$ cat src/sv/pef_pkg.sv
package pef_pkg;

  // field widths fixed by the port definition
  localparam int SAMPLE_W  = 16;
  localparam int LEVEL_W   = 16;
  localparam int SPACING_W = 12;
  localparam int POS_W     = 12;
  localparam int COUNT_W   = 12;
  localparam int CFG_IDX_W = 2;
  localparam int CFG_VAL_W = 16;

  // defaults for the top level parameters
  localparam int MAX_LEN_DEF     = 4096;
  localparam int SAMPLE_BITS_DEF = 16;

  localparam logic [COUNT_W-1:0] COUNT_MAX = {COUNT_W{1'b1}};

  // register indexes
  localparam logic [CFG_IDX_W-1:0] REG_KIND    = 2'd0;
  localparam logic [CFG_IDX_W-1:0] REG_LEVEL   = 2'd1;
  localparam logic [CFG_IDX_W-1:0] REG_SPACING = 2'd2;

  // extremum kind codes
  localparam logic KIND_PEAK   = 1'b0;
  localparam logic KIND_VALLEY = 1'b1;

  typedef struct packed {
    logic [SAMPLE_W-1:0] sample;
    logic                is_last;
  } in_beat_t;

  typedef struct packed {
    logic               found;
    logic [POS_W-1:0]   position;
    logic [COUNT_W-1:0] total;
    logic               done_res;
  } res_beat_t;

  typedef struct packed {
    logic [CFG_IDX_W-1:0] index;
    logic [CFG_VAL_W-1:0] value;
  } cfg_beat_t;

  typedef struct packed {
    logic                 kind;
    logic [LEVEL_W-1:0]   level;
    logic [SPACING_W-1:0] spacing;
  } cfg_regs_t;

endpackage

$ cat src/sv/pef_chan_if.sv
interface pef_chan_if #(
  parameter type T = logic
);
  logic valid;
  logic ready;
  T     data;

  modport source (output valid, output data, input ready);
  modport sink   (input valid, input data, output ready);
endinterface

$ cat src/sv/pef_cfg.sv
module pef_cfg (
  input  logic          clk,
  input  logic          rst,
  pef_chan_if.sink      wr,
  output pef_pkg::cfg_regs_t regs
);

  assign wr.ready = 1'b1;

  always_ff @(posedge clk) begin
    if (rst) begin
      regs <= '0;
    end else if (wr.valid) begin
      case (wr.data.index)
        pef_pkg::REG_KIND: begin
          regs.kind <= wr.data.value[0];
        end
        pef_pkg::REG_LEVEL: begin
          regs.level <= wr.data.value[pef_pkg::LEVEL_W-1:0];
        end
        pef_pkg::REG_SPACING: begin
          regs.spacing <= wr.data.value[pef_pkg::SPACING_W-1:0];
        end
        default: begin
          // unmapped index: ignored
        end
      endcase
    end
  end

endmodule

$ cat src/sv/pef_core.sv
module pef_core #(
  parameter int MAX_LEN     = pef_pkg::MAX_LEN_DEF,
  parameter int SAMPLE_BITS = pef_pkg::SAMPLE_BITS_DEF
) (
  input  logic                clk,
  input  logic                rst,
  input  logic                step,
  input  pef_pkg::in_beat_t   beat,
  input  pef_pkg::cfg_regs_t  regs,
  output logic                has_res,
  output pef_pkg::res_beat_t  res
);

  // index holds 0..MAX_LEN
  localparam int IW = $clog2(MAX_LEN + 1);
  localparam int CW = (SAMPLE_BITS > pef_pkg::LEVEL_W) ? SAMPLE_BITS : pef_pkg::LEVEL_W;
  localparam int DW = (IW > pef_pkg::SPACING_W) ? IW : pef_pkg::SPACING_W;
  localparam int PW = (IW > pef_pkg::POS_W) ? IW : pef_pkg::POS_W;

  logic [SAMPLE_BITS-1:0]      previous_sample;
  logic [SAMPLE_BITS-1:0]      older_sample;
  logic [IW-1:0]               sample_index;
  logic [IW-1:0]               last_accepted;
  logic [pef_pkg::COUNT_W-1:0] accepted_count;

  logic [SAMPLE_BITS-1:0]      cur;
  logic [CW-1:0]               mid_w, old_w, cur_w, lvl_w;
  logic                        in_range, judge, hit, spaced, accept;
  logic [IW-1:0]               cand, span;
  logic [DW-1:0]               span_w, spacing_w;
  logic [PW-1:0]               cand_w;
  logic [pef_pkg::COUNT_W-1:0] count_next;

  always_comb begin
    cur       = SAMPLE_BITS'(beat.sample);
    mid_w     = CW'(previous_sample);
    old_w     = CW'(older_sample);
    cur_w     = CW'(cur);
    lvl_w     = CW'(regs.level);
    in_range  = sample_index < IW'(MAX_LEN);
    judge     = in_range && (sample_index >= IW'(2));
    if (regs.kind == pef_pkg::KIND_PEAK) begin
      hit = (mid_w > old_w) && (mid_w > cur_w) && (mid_w > lvl_w);
    end else begin
      hit = (mid_w < old_w) && (mid_w < cur_w) && (mid_w < lvl_w);
    end
    cand      = sample_index - IW'(1);
    span      = cand - last_accepted;
    span_w    = DW'(span);
    spacing_w = DW'(regs.spacing);
    spaced    = (accepted_count == '0) || (span_w >= spacing_w);
    accept    = judge && hit && spaced;
    cand_w    = PW'(cand);
    if (accept && (accepted_count != pef_pkg::COUNT_MAX)) begin
      count_next = accepted_count + pef_pkg::COUNT_W'(1);
    end else begin
      count_next = accepted_count;
    end
    has_res      = accept || beat.is_last;
    res.found    = accept;
    res.position = accept ? cand_w[pef_pkg::POS_W-1:0] : '0;
    res.total    = count_next;
    res.done_res = beat.is_last;
  end

  always_ff @(posedge clk) begin
    if (rst) begin
      previous_sample <= '0;
      older_sample    <= '0;
      sample_index    <= '0;
      last_accepted   <= '0;
      accepted_count  <= '0;
    end else if (step) begin
      if (beat.is_last) begin
        previous_sample <= '0;
        older_sample    <= '0;
        sample_index    <= '0;
        last_accepted   <= '0;
        accepted_count  <= '0;
      end else begin
        if (in_range) begin
          older_sample    <= previous_sample;
          previous_sample <= cur;
          sample_index    <= sample_index + IW'(1);
        end
        if (accept) begin
          last_accepted  <= cand;
          accepted_count <= count_next;
        end
      end
    end
  end

`ifndef NO_ASSERTIONS
  a_clear_on_last: assert property (@(posedge clk) disable iff (rst)
    step && beat.is_last |=> (sample_index == '0) && (accepted_count == '0))
    else $error("profile state not cleared after last sample");

  a_index_bound: assert property (@(posedge clk) disable iff (rst)
    sample_index <= IW'(MAX_LEN))
    else $error("sample index beyond profile limit");

  a_accept_records: assert property (@(posedge clk) disable iff (rst)
    step && accept && !beat.is_last |=>
      (accepted_count != '0) && (last_accepted == $past(cand)))
    else $error("accepted extremum not recorded");

  a_edge_never_judged: assert property (@(posedge clk) disable iff (rst)
    accept |-> (cand != '0) && (sample_index >= IW'(2)))
    else $error("first sample taken as extremum");
`endif

endmodule

$ cat src/sv/profile_extremum_finder.sv
// Channel   Role  Beat payload                          Handshake
// cfg       sink  index[1:0], value[15:0]               valid/ready, ready tied high
// samples   sink  sample[15:0], is_last                 valid/ready
// extrema   src   found, position[11:0], total[11:0],   valid/ready
//                 done_res
//
// Throughput: one sample per cycle while extrema is not stalled; a sample beat
// reaches its result beat through the input register, then the window compare
// and state update feeding the result register.
// Reset (rst, sync, active high) clears the registers, the profile state and
// both pipeline valid flags.
// A stalled result register holds the core; an empty input register still
// takes one more beat, then samples.ready stays low until extrema is drained.
module profile_extremum_finder #(
  parameter int MAX_LEN     = pef_pkg::MAX_LEN_DEF,
  parameter int SAMPLE_BITS = pef_pkg::SAMPLE_BITS_DEF
) (
  input logic      clk,
  input logic      rst,
  pef_chan_if.sink   cfg,
  pef_chan_if.sink   samples,
  pef_chan_if.source extrema
);

  pef_pkg::cfg_regs_t regs;

  // input register
  logic               in_full;
  pef_pkg::in_beat_t  in_data;

  // result register
  logic               out_full;
  pef_pkg::res_beat_t out_data;

  logic               advance;
  logic               core_has_res;
  pef_pkg::res_beat_t core_res;

  pef_cfg u_cfg (
    .clk  (clk),
    .rst  (rst),
    .wr   (cfg),
    .regs (regs)
  );

  // core steps when an item sits in the input register and the result slot
  // is free or being drained this cycle
  assign advance       = in_full && (!out_full || extrema.ready);
  assign samples.ready = !in_full || advance;

  always_ff @(posedge clk) begin
    if (rst) begin
      in_full <= 1'b0;
    end else if (samples.ready) begin
      in_full <= samples.valid;
    end
  end

  always_ff @(posedge clk) begin
    if (samples.valid && samples.ready) begin
      in_data <= samples.data;
    end
  end

  pef_core #(
    .MAX_LEN     (MAX_LEN),
    .SAMPLE_BITS (SAMPLE_BITS)
  ) u_core (
    .clk     (clk),
    .rst     (rst),
    .step    (advance),
    .beat    (in_data),
    .regs    (regs),
    .has_res (core_has_res),
    .res     (core_res)
  );

  // result register: loaded only by items that produce a beat
  always_ff @(posedge clk) begin
    if (rst) begin
      out_full <= 1'b0;
    end else if (advance && core_has_res) begin
      out_full <= 1'b1;
    end else if (extrema.ready) begin
      out_full <= 1'b0;
    end
  end

  always_ff @(posedge clk) begin
    if (advance && core_has_res) begin
      out_data <= core_res;
    end
  end

  assign extrema.valid = out_full;
  assign extrema.data  = out_data;

endmodule

$ cat src/flat_wrapper.sv
// flat-port wrapper written by rule: the top's interface ports become plain ports
module profile_extremum_finder_flat 
#(
  parameter int MAX_LEN     = pef_pkg::MAX_LEN_DEF,
  parameter int SAMPLE_BITS = pef_pkg::SAMPLE_BITS_DEF
)
  (clk, rst, cfg_valid, cfg_data, cfg_ready, samples_valid, samples_data, samples_ready, extrema_valid, extrema_data, extrema_ready);
  pef_chan_if #(.T(pef_pkg::cfg_beat_t)) cfg_i ();
  pef_chan_if #(.T(pef_pkg::in_beat_t)) samples_i ();
  pef_chan_if #(.T(pef_pkg::res_beat_t)) extrema_i ();
  input logic clk;
  input logic rst;
  input wire logic [$bits(cfg_i.valid)-1:0] cfg_valid;
  input wire logic [$bits(cfg_i.data)-1:0] cfg_data;
  output wire logic [$bits(cfg_i.ready)-1:0] cfg_ready;
  input wire logic [$bits(samples_i.valid)-1:0] samples_valid;
  input wire logic [$bits(samples_i.data)-1:0] samples_data;
  output wire logic [$bits(samples_i.ready)-1:0] samples_ready;
  output wire logic [$bits(extrema_i.valid)-1:0] extrema_valid;
  output wire logic [$bits(extrema_i.data)-1:0] extrema_data;
  input wire logic [$bits(extrema_i.ready)-1:0] extrema_ready;
  assign cfg_i.valid = cfg_valid;
  assign cfg_i.data = cfg_data;
  assign cfg_ready = cfg_i.ready;
  assign samples_i.valid = samples_valid;
  assign samples_i.data = samples_data;
  assign samples_ready = samples_i.ready;
  assign extrema_valid = extrema_i.valid;
  assign extrema_data = extrema_i.data;
  assign extrema_i.ready = extrema_ready;
  profile_extremum_finder #(.MAX_LEN(MAX_LEN), .SAMPLE_BITS(SAMPLE_BITS)) u_core (.clk(clk), .rst(rst), .cfg(cfg_i), .samples(samples_i), .extrema(extrema_i));
endmodule
$ cat config.mk
export PLATFORM = sky130hd
export DESIGN_NAME = profile_extremum_finder_flat
export DESIGN_NICKNAME = d
export VERILOG_FILES = /design/src/sv/pef_pkg.sv /design/src/sv/pef_chan_if.sv /design/src/sv/pef_cfg.sv /design/src/sv/pef_core.sv /design/src/sv/profile_extremum_finder.sv /design/src/flat_wrapper.sv
export SDC_FILE = /design/constraint.sdc
export NUM_CORES = 1
export LEC_CHECK = 0
export BUFFER_PORTS_ARGS = -buffer_cell sky130_fd_sc_hd__buf_2
export CAP_MARGIN = 20
export CORE_MARGIN = 1.5
export CORE_UTILIZATION = 54
export DETAILED_ROUTE_END_ITERATION = 16
export GPL_TIMING_DRIVEN = 0
export PLACE_DENSITY_LB_ADDON = 0.15
export SLEW_MARGIN = 20
export SYNTH_ARGS = -nofsm -noshare
export SYNTH_HDL_FRONTEND = slang
export SYNTH_HIERARCHICAL = 1
export SYNTH_SLANG_ARGS = --single-unit
$ cat constraint.sdc
create_clock -name clk -period 5.2 [get_ports clk]
set_input_delay 0.52 -clock clk [delete_from_list [all_inputs] [get_ports clk]]
set_output_delay 0.52 -clock clk [all_outputs]
set_load 0.01 [all_outputs]
== After elaboration in Yosys (flattened, before gate mapping) ==
Index checks and enable logic that the tools add are counted.

* $add $sub $neg: 4
* $mul: 0
* Div/mod/pow operators: 0
* Order comparisons: 9
* Eq/ne operators: 3
* Shifts and indexed selects: 0
* Multiplexer cells: 14
* Bitwise logic cells: 0
* Reductions and logical operators: 27

{| class="wikitable"
|+ Operators with widths
! kind !! count
|-
| 2-to-1 mux 16 bit || 4
|-
| 2-to-1 mux 13 bit || 4
|-
| greater-than comparator 16 bit || 3
|-
| < comparator 16 bit || 3
|-
| 2-to-1 mux 12 bit || 3
|-
| adder 13 x 1 -> 13 bit (second input constant) || 1
|-
| greater-or-equal comparator 13 x 12 -> 1 bit || 1
|-
| greater-or-equal comparator 13 x 2 -> 1 bit (second input constant) || 1
|-
| < comparator 13 bit (second input constant) || 1
|-
| subtractor 13 x 1 -> 13 bit (second input constant) || 1
|-
| subtractor 13 bit || 1
|-
| adder 12 x 1 -> 12 bit (second input constant) || 1
|-
| logical NOT 12 bit || 1
|-
| inequality test 12 bit (second input constant) || 1
|-
| logical AND 1 bit || 11
|-
| AND reduction 2 bit || 5
|-
| nonzero test 2 bit || 3
|-
| logical OR 1 bit || 4
|-
| 2-to-1 mux 1 bit || 3
|-
| equality test 2 x 1 -> 1 bit (second input constant) || 1
|-
| equality test 2 bit (second input constant) || 1
|-
| logical NOT 1 bit || 2
|-
| logical NOT 2 bit || 1
|}

* Register bits: 144
* Bits in latches: 0
* Memory bits (writable): 0
* ROM bits: 0
* Bits of input ports: 40
* Word-level logic and storage cells: 73
* Memories kept: 0

== Logic depth before layout (Yosys ltp) ==
* Depth in word-level cells: 10
* Gate-level depth with buffers: 25
* Gate-level depth less buffers: 22

== Hierarchy ==
The synthesis kept the hierarchy.

{| class="wikitable"
|+ By module, submodules not included
! module !! times used !! cells an instance !! area each (sq um)
|-
| pef_core || 1 || 689 || 5,358.9
|-
| profile_extremum_finder || 1 || 54 || 1,393.8
|-
| pef_cfg || 1 || 118 || 1,260.0
|}

== Worst setup path after synthesis ==
No wires, ideal clock.

* Path type: reg2reg
* Start point: register u_core.u_core.sample_index[0]
* End point: register u_core.out_data, in the netlist u_core/extrema.data[0], enable pin
* Arrival: 4,915 ps
* Data required time: 4,788 ps
* Slack: -127 ps
* Cell stages (with the launch flop): 23
* Buffers on the path: 3
* Period minus slack after synthesis: 5,327 ps
* Cells stage by stage: dfxtp_1 inv_1 ha_1 inv_1 ha_1 nor2b_1 o21ai_0 a21boi_0 o21ai_0 a21oi_1 a41o_1 o22a_1 xnor2_1 ha_1 o2111ai_1 o21ai_0 o22ai_2 buf_6 buf_2 buf_2 nand2_1 nand2_1 nor2b_1

* Cells in the longest elaborated chain, start to end: 7
* Elaborated cells between the ends (all ways): 11

{| class="wikitable"
|+ Ends and longest elaborated chain
! element !! RTL line !! source
|-
| start, declared || pef_core.sv:22 || <nowiki>logic [IW-1:0] sample_index;</nowiki>
|-
| start signal, assigned || pef_core.sv:84 || <nowiki>sample_index <= sample_index + IW'(1);</nowiki>
|-
| subtractor 13 x 1 -> 13 bit || pef_core.sv:47 || <nowiki>cand = sample_index - IW'(1);</nowiki>
|-
| subtractor 13 bit || pef_core.sv:48 || <nowiki>span = cand - last_accepted;</nowiki>
|-
| greater-or-equal comparator 13 x 12 -> 1 bit || pef_core.sv:51 || <nowiki>spaced = (accepted_count == '0) || (span_w >= spacing_w);</nowiki>
|-
| logical OR 1 bit || pef_core.sv:51 ||
|-
| logical AND 1 bit * || pef_core.sv:52 || <nowiki>accept = judge && hit && spaced;</nowiki>
|-
| logical OR 1 bit * || pef_core.sv:59 || <nowiki>has_res = accept || beat.is_last;</nowiki>
|-
| via u_core.core_has_res || profile_extremum_finder.sv:36 || <nowiki>logic core_has_res;</nowiki>
|-
| logical AND 1 bit * || profile_extremum_finder.sv:90 || <nowiki>if (advance && core_has_res) begin</nowiki>
|-
| end signal, assigned || profile_extremum_finder.sv:91 || <nowiki>out_data <= core_res;</nowiki>
|-
| end, declared || profile_extremum_finder.sv:33 || <nowiki>pef_pkg::res_beat_t out_data;</nowiki>
|}

Mark *: on every way through the listed nets, which the timed path passes. The rest lies on a longest branch.
A chain may end at the register's enable or synchronous reset.

== Worst setup path in the final report ==
* Start point: register u_core.u_core.sample_index[1]
* End point: register u_core.u_core.last_accepted[6]

* Cells in the longest elaborated chain, start to end: 7
* Elaborated cells between the ends (all ways): 13

{| class="wikitable"
|+ Ends and longest elaborated chain
! element !! RTL line !! source
|-
| subtractor 13 x 1 -> 13 bit || pef_core.sv:47 ||
|-
| subtractor 13 bit || pef_core.sv:48 ||
|-
| greater-or-equal comparator 13 x 12 -> 1 bit || pef_core.sv:51 ||
|-
| logical OR 1 bit || pef_core.sv:51 ||
|-
| logical AND 1 bit || pef_core.sv:52 ||
|-
| nonzero test 2 bit (no line) || -- ||
|-
| AND reduction 2 bit (no line) || -- ||
|-
| end signal, assigned || pef_core.sv:87 || <nowiki>last_accepted <= cand;</nowiki>
|-
| end, declared || pef_core.sv:23 || <nowiki>logic [IW-1:0] last_accepted;</nowiki>
|}

Parallel ways exist; a longest one is shown, timed or not. The select of a mux whose other input is x is not followed.

==> metrics list <==
* Run status: finished, final reports clean
* Area contributors post-synth: sky130_fd_sc_hd__dfxtp_1 25%, sky130_fd_sc_hd__edfxtp_1 16%, sky130_fd_sc_hd__ha_1 12%
- Biggest area consumer among synthesized cells: sky130_fd_sc_hd__dfxtp_1
- Clock tree root buffer cell: sky130_fd_sc_hd__clkbuf_16
- First-pass iteration count of the detailed router: 5
- Synth unique cells: 64
* Top-level I/O count: 69
- The post-route netlist has 12.9% of its cells at a drive strength greater than 1.
- Dividing the detail-routed via count by the number of cells gives 5.59.
* Overall Global Routing Usage: 23.3%
* Met3 track utilization from global routing: 5.15%
- Setup violations remaining at the end of the flow were counted as 0.
* Max-slew headroom: 47.7%
- Final Cycle Share: 95.8%
* Cell area after synthesis: 8010 µm²
- Residual DRC count: 0
* Starting density of the core: 55.1%
- Max-cap violations in this run came to 0.
- For the worst-skew pair, the clock arrives at the later sink with an insertion delay of 0.43 ns.
- Number of hold violations in the final report: 0
- The total overflow left after global routing is 0.
- Critical-path top delay cell: sky130_fd_sc_hd__dfxtp_1
* Remaining antenna violation count after routing: 0
- Startpoint types: register
* Fraction of met2 tracks used by global routing: 38.9%
* Type of the most critical hold path: in2reg
* Count of vias placed by the detailed router: 6394
* Synthesis-to-finish area growth: 14.8%
* Via count of the first global-routing pass: 5911
- Leak Pwr: 3.77 nW
* Endpoint kind of the worst setup timing path: register
- Share of Yosys cell area claimed by the top area cell type: 25.2%
* Htree depth: 4
* Final Slew Violations: 0
- Across the VDD grid, the largest voltage drop is 0.000304 V.
- Placed wire-length estimate: 13200 µm
- Largest stage delay on the critical path: 0.46 ns
- Clock input transition at the sequential cells of the worst setup and hold paths: 0.06 ns
- Commonest non-fill, non-tap cells in the layout: 100 x sky130_fd_sc_hd__dfxtp_1, 94 x sky130_fd_sc_hd__inv_1, 88 x sky130_fd_sc_hd__nor2_1
- The completed layout was analyzed and its total power is 2.63 mW.
- Worst path bufs/invs: 4
- First-pass GRT wire length: 29000 µm
* Share of the yosys chip area belonging to registers: 41.3%
- Port buffering added 67 buffers.
- Total placed cells including tap cells: 1112
- After routing, the total negative slack on setup checks comes to 0 ns.
- Peak fanout along the critical path: 28
* Total core area: 14500 µm²
- Entering global routing, the biggest net connects 29 pins.
- Floorplan row count: 44
* Leading cell type in the layout, fill and taps excluded: sky130_fd_sc_hd__dfxtp_1
- Data arrives at the worst endpoint at 5.31 ns.
- met2 is the most crowded layer.
- From left edge to right edge, the die measures 125 µm.
* Iteration-0 DRC count of the detailed router: 519
- By startpoint and endpoint, the worst setup path is classified as reg2reg.
* Routed length per instance: 15.8 µm
* Number of antenna violations at the first check in global routing: 0
- Walking the worst path, the cells encountered are inv_1 -> ha_2 -> inv_1 -> ha_1 -> nor2b_1 -> o21ai_0 -> a21boi_0 -> o21ai_1 -> a21oi_1 -> a41o_1 -> o22a_1 -> xnor2_1 -> ha_1 -> nor2b_1 -> a311oi_1 -> o21ai_0 -> o22ai_2 -> buf_12 -> a21oi_1 -> clkbuf_4 -> o32ai_1.
- After the last flow step, the layout net total stands at 1064.
- The die covers 15600 µm².
- Routability-driven placement finished with a final weighted congestion of 0.871.
* Number of buffers added by the clock tree synthesis step: 17
* Met1 routing resource usage after global routing: 30.2%
- TritonCTS built the clock tree.
- Maximum clock path buffer count: 2
- In the synthesized netlist the async set-or-reset flop fraction comes to 0%.
* Final wirelength: 18000 µm
- Slew at the pin closest to its max-slew limit: 0.784 ns
- On the critical path the largest part of the delay comes from compound AO/OA/AOI/OAI gates.
- The synthesized design contains 43 enable-type register cells.
* Max Freq: 201 MHz
* Worst path required time: 5.53 ns
- Yosys printed 6 warnings.
- Post-Synthesis Mean Instance Area: 9.31 µm²
- Die Span Y: 125 µm
- Filler-free cell count of the finished design: 1144
- Counting I/O delays and the setup requirement, the final critical path takes 4.98 ns.
* Net Count, Synth: 978
- Post-synthesis sequential element count: 144
- Most instantiated flip-flop cell in the synthesis netlist: sky130_fd_sc_hd__dfxtp_1
* Gate count of the mapped netlist: 861
* Clock Sinks: 144
* Power Dens Cells: 286 nW/µm²
- The number of antenna diodes in the final layout is 0.
* Setup skew after layout: 0.00780 ns
-- layout make-up --
type | instances | area [µm²]
buffer | 43 | 226
clock buffer | 20 | 437
clock inverter | 12 | 119
fill | 1267 | 5340
inverter | 95 | 357
multi-input combinational | 578 | 4170
sequential | 144 | 3310
tap | 184 | 230
timing repair buffer | 68 | 343
-- final timing paths --
kind | startpoint | end | slack [ns] | cells after the start
worst max register to register | u_core/u_core/sample_index[1]$_SDFFE_PP0P_ | u_core/u_core/last_accepted[6]$_SDFFE_PP0P_ | 0.22 | 21
worst min register to register | u_core/u_cfg/regs[25]$_SDFFE_PP0P_ | u_core/u_cfg/regs[25]$_SDFFE_PP0P_ | 0.47 | 2
worst max-delay path | u_core/u_core/sample_index[1]$_SDFFE_PP0P_ | u_core/u_core/last_accepted[6]$_SDFFE_PP0P_ | 0.22 | 21
worst min-delay path | samples_data[4] | u_core/in_data[4]$_DFFE_PP_ | 0.26 | 1
-- synth_stat cells (3+ instances only) --
master	n
sky130_fd_sc_hd__nor3_1	16
sky130_fd_sc_hd__ha_1	76
sky130_fd_sc_hd__a22oi_1	33
sky130_fd_sc_hd__inv_1	94
sky130_fd_sc_hd__or3_1	8
sky130_fd_sc_hd__xnor2_1	20
sky130_fd_sc_hd__xor2_1	18
sky130_fd_sc_hd__o211ai_1	9
sky130_fd_sc_hd__and2_1	3
sky130_fd_sc_hd__o21ai_0	12
sky130_fd_sc_hd__or4_1	6
sky130_fd_sc_hd__a21o_1	6
sky130_fd_sc_hd__nor4_1	7
sky130_fd_sc_hd__and3_1	6
sky130_fd_sc_hd__a21oi_1	37
sky130_fd_sc_hd__clkbuf_1	30
sky130_fd_sc_hd__a21boi_0	3
sky130_fd_sc_hd__nor2_1	88
sky130_fd_sc_hd__nand4_1	14
sky130_fd_sc_hd__nand3_1	19
sky130_fd_sc_hd__and4_1	3
sky130_fd_sc_hd__nand3b_1	3
sky130_fd_sc_hd__buf_4	4
sky130_fd_sc_hd__mux2i_1	30
sky130_fd_sc_hd__nand2_1	39
sky130_fd_sc_hd__nand2b_1	52
sky130_fd_sc_hd__nor2b_1	8
sky130_fd_sc_hd__a31oi_1	9
sky130_fd_sc_hd__buf_2	7
sky130_fd_sc_hd__a221o_1	3
sky130_fd_sc_hd__edfxtp_1	43
sky130_fd_sc_hd__dfxtp_1	101
sky130_fd_sc_hd__o32ai_1	13
sky130_fd_sc_hd__o311ai_0	3
-- registers in the layout, indices dropped and copies added, names as in the netlist --
signal                        count
u_core/u_core/accepted_count     12
u_core/in_full                    1
u_core/u_core/last_accepted      13
u_core/in_data                   17
u_core/u_core/mid_w              16
u_core/u_core/sample_index       13
u_core/u_core/old_w              16
u_core/extrema.data              26
u_core/extrema.valid              1
u_core/u_cfg/regs                29
-- report_power, final --
| part | total (mW) | switching (mW) | internal, mW |
|---|---|---|---|
| clock | 1.16 | 0.463 | 0.697 |
| combinational | 0.270 | 0.156 | 0.114 |
| sequential | 1.20 | 0.0210 | 1.18 |
-- routing by layer --
layer  vias up  part of all wire [%]
li1       3194                     -
met1      3002                    45
met2       172                    48
met3        26                   5.2
met4         0                   1.4
met5         -                     0
-- through the flow --
stage | setup slack (ns) | instance area [µm²] | hold slack, ns | utilization, %
after detailed placement | -0.436 | 8590 | 0.463 | 59.1
after global routing | -0.0106 | 9200 | 0.243 | 63.3
after CTS | 0.106 | 9170 | 0.252 | 63.1
after global placement | -0.728 | 8580 | 0.462 | 59.0
after floorplan | 0.357 | 8020 | 0.449 | -
final | 0.216 | 9200 | 0.262 | 63.3
-- timing repair --
item                       CTS  global route
setup endpoints to repair   37            44
hold buffers                 0             0
pin swaps                    1             1
resized for setup            5             9
buffers inserted             1             0
hold endpoints to repair     0             0
cloned                       1             0
-- logic make-up (layout without fill, tap and decap cells) --
kind of cell,after synthesis,count (layout),share of synthesized area [%]
other,1,1,0.0468
multiplexers,30,30,3.75
AO/OA/AOI/OAI,147,147,12.7
buffers and inverters,140,238,7.25
AND/OR/NAND/NOR,283,284,18.3
XOR/XNOR,39,39,4.43
adder cells (fa/ha/maj),77,77,12.1
flip-flops,144,144,41.3
No activity file was read; power rests on OpenSTA's default activity.
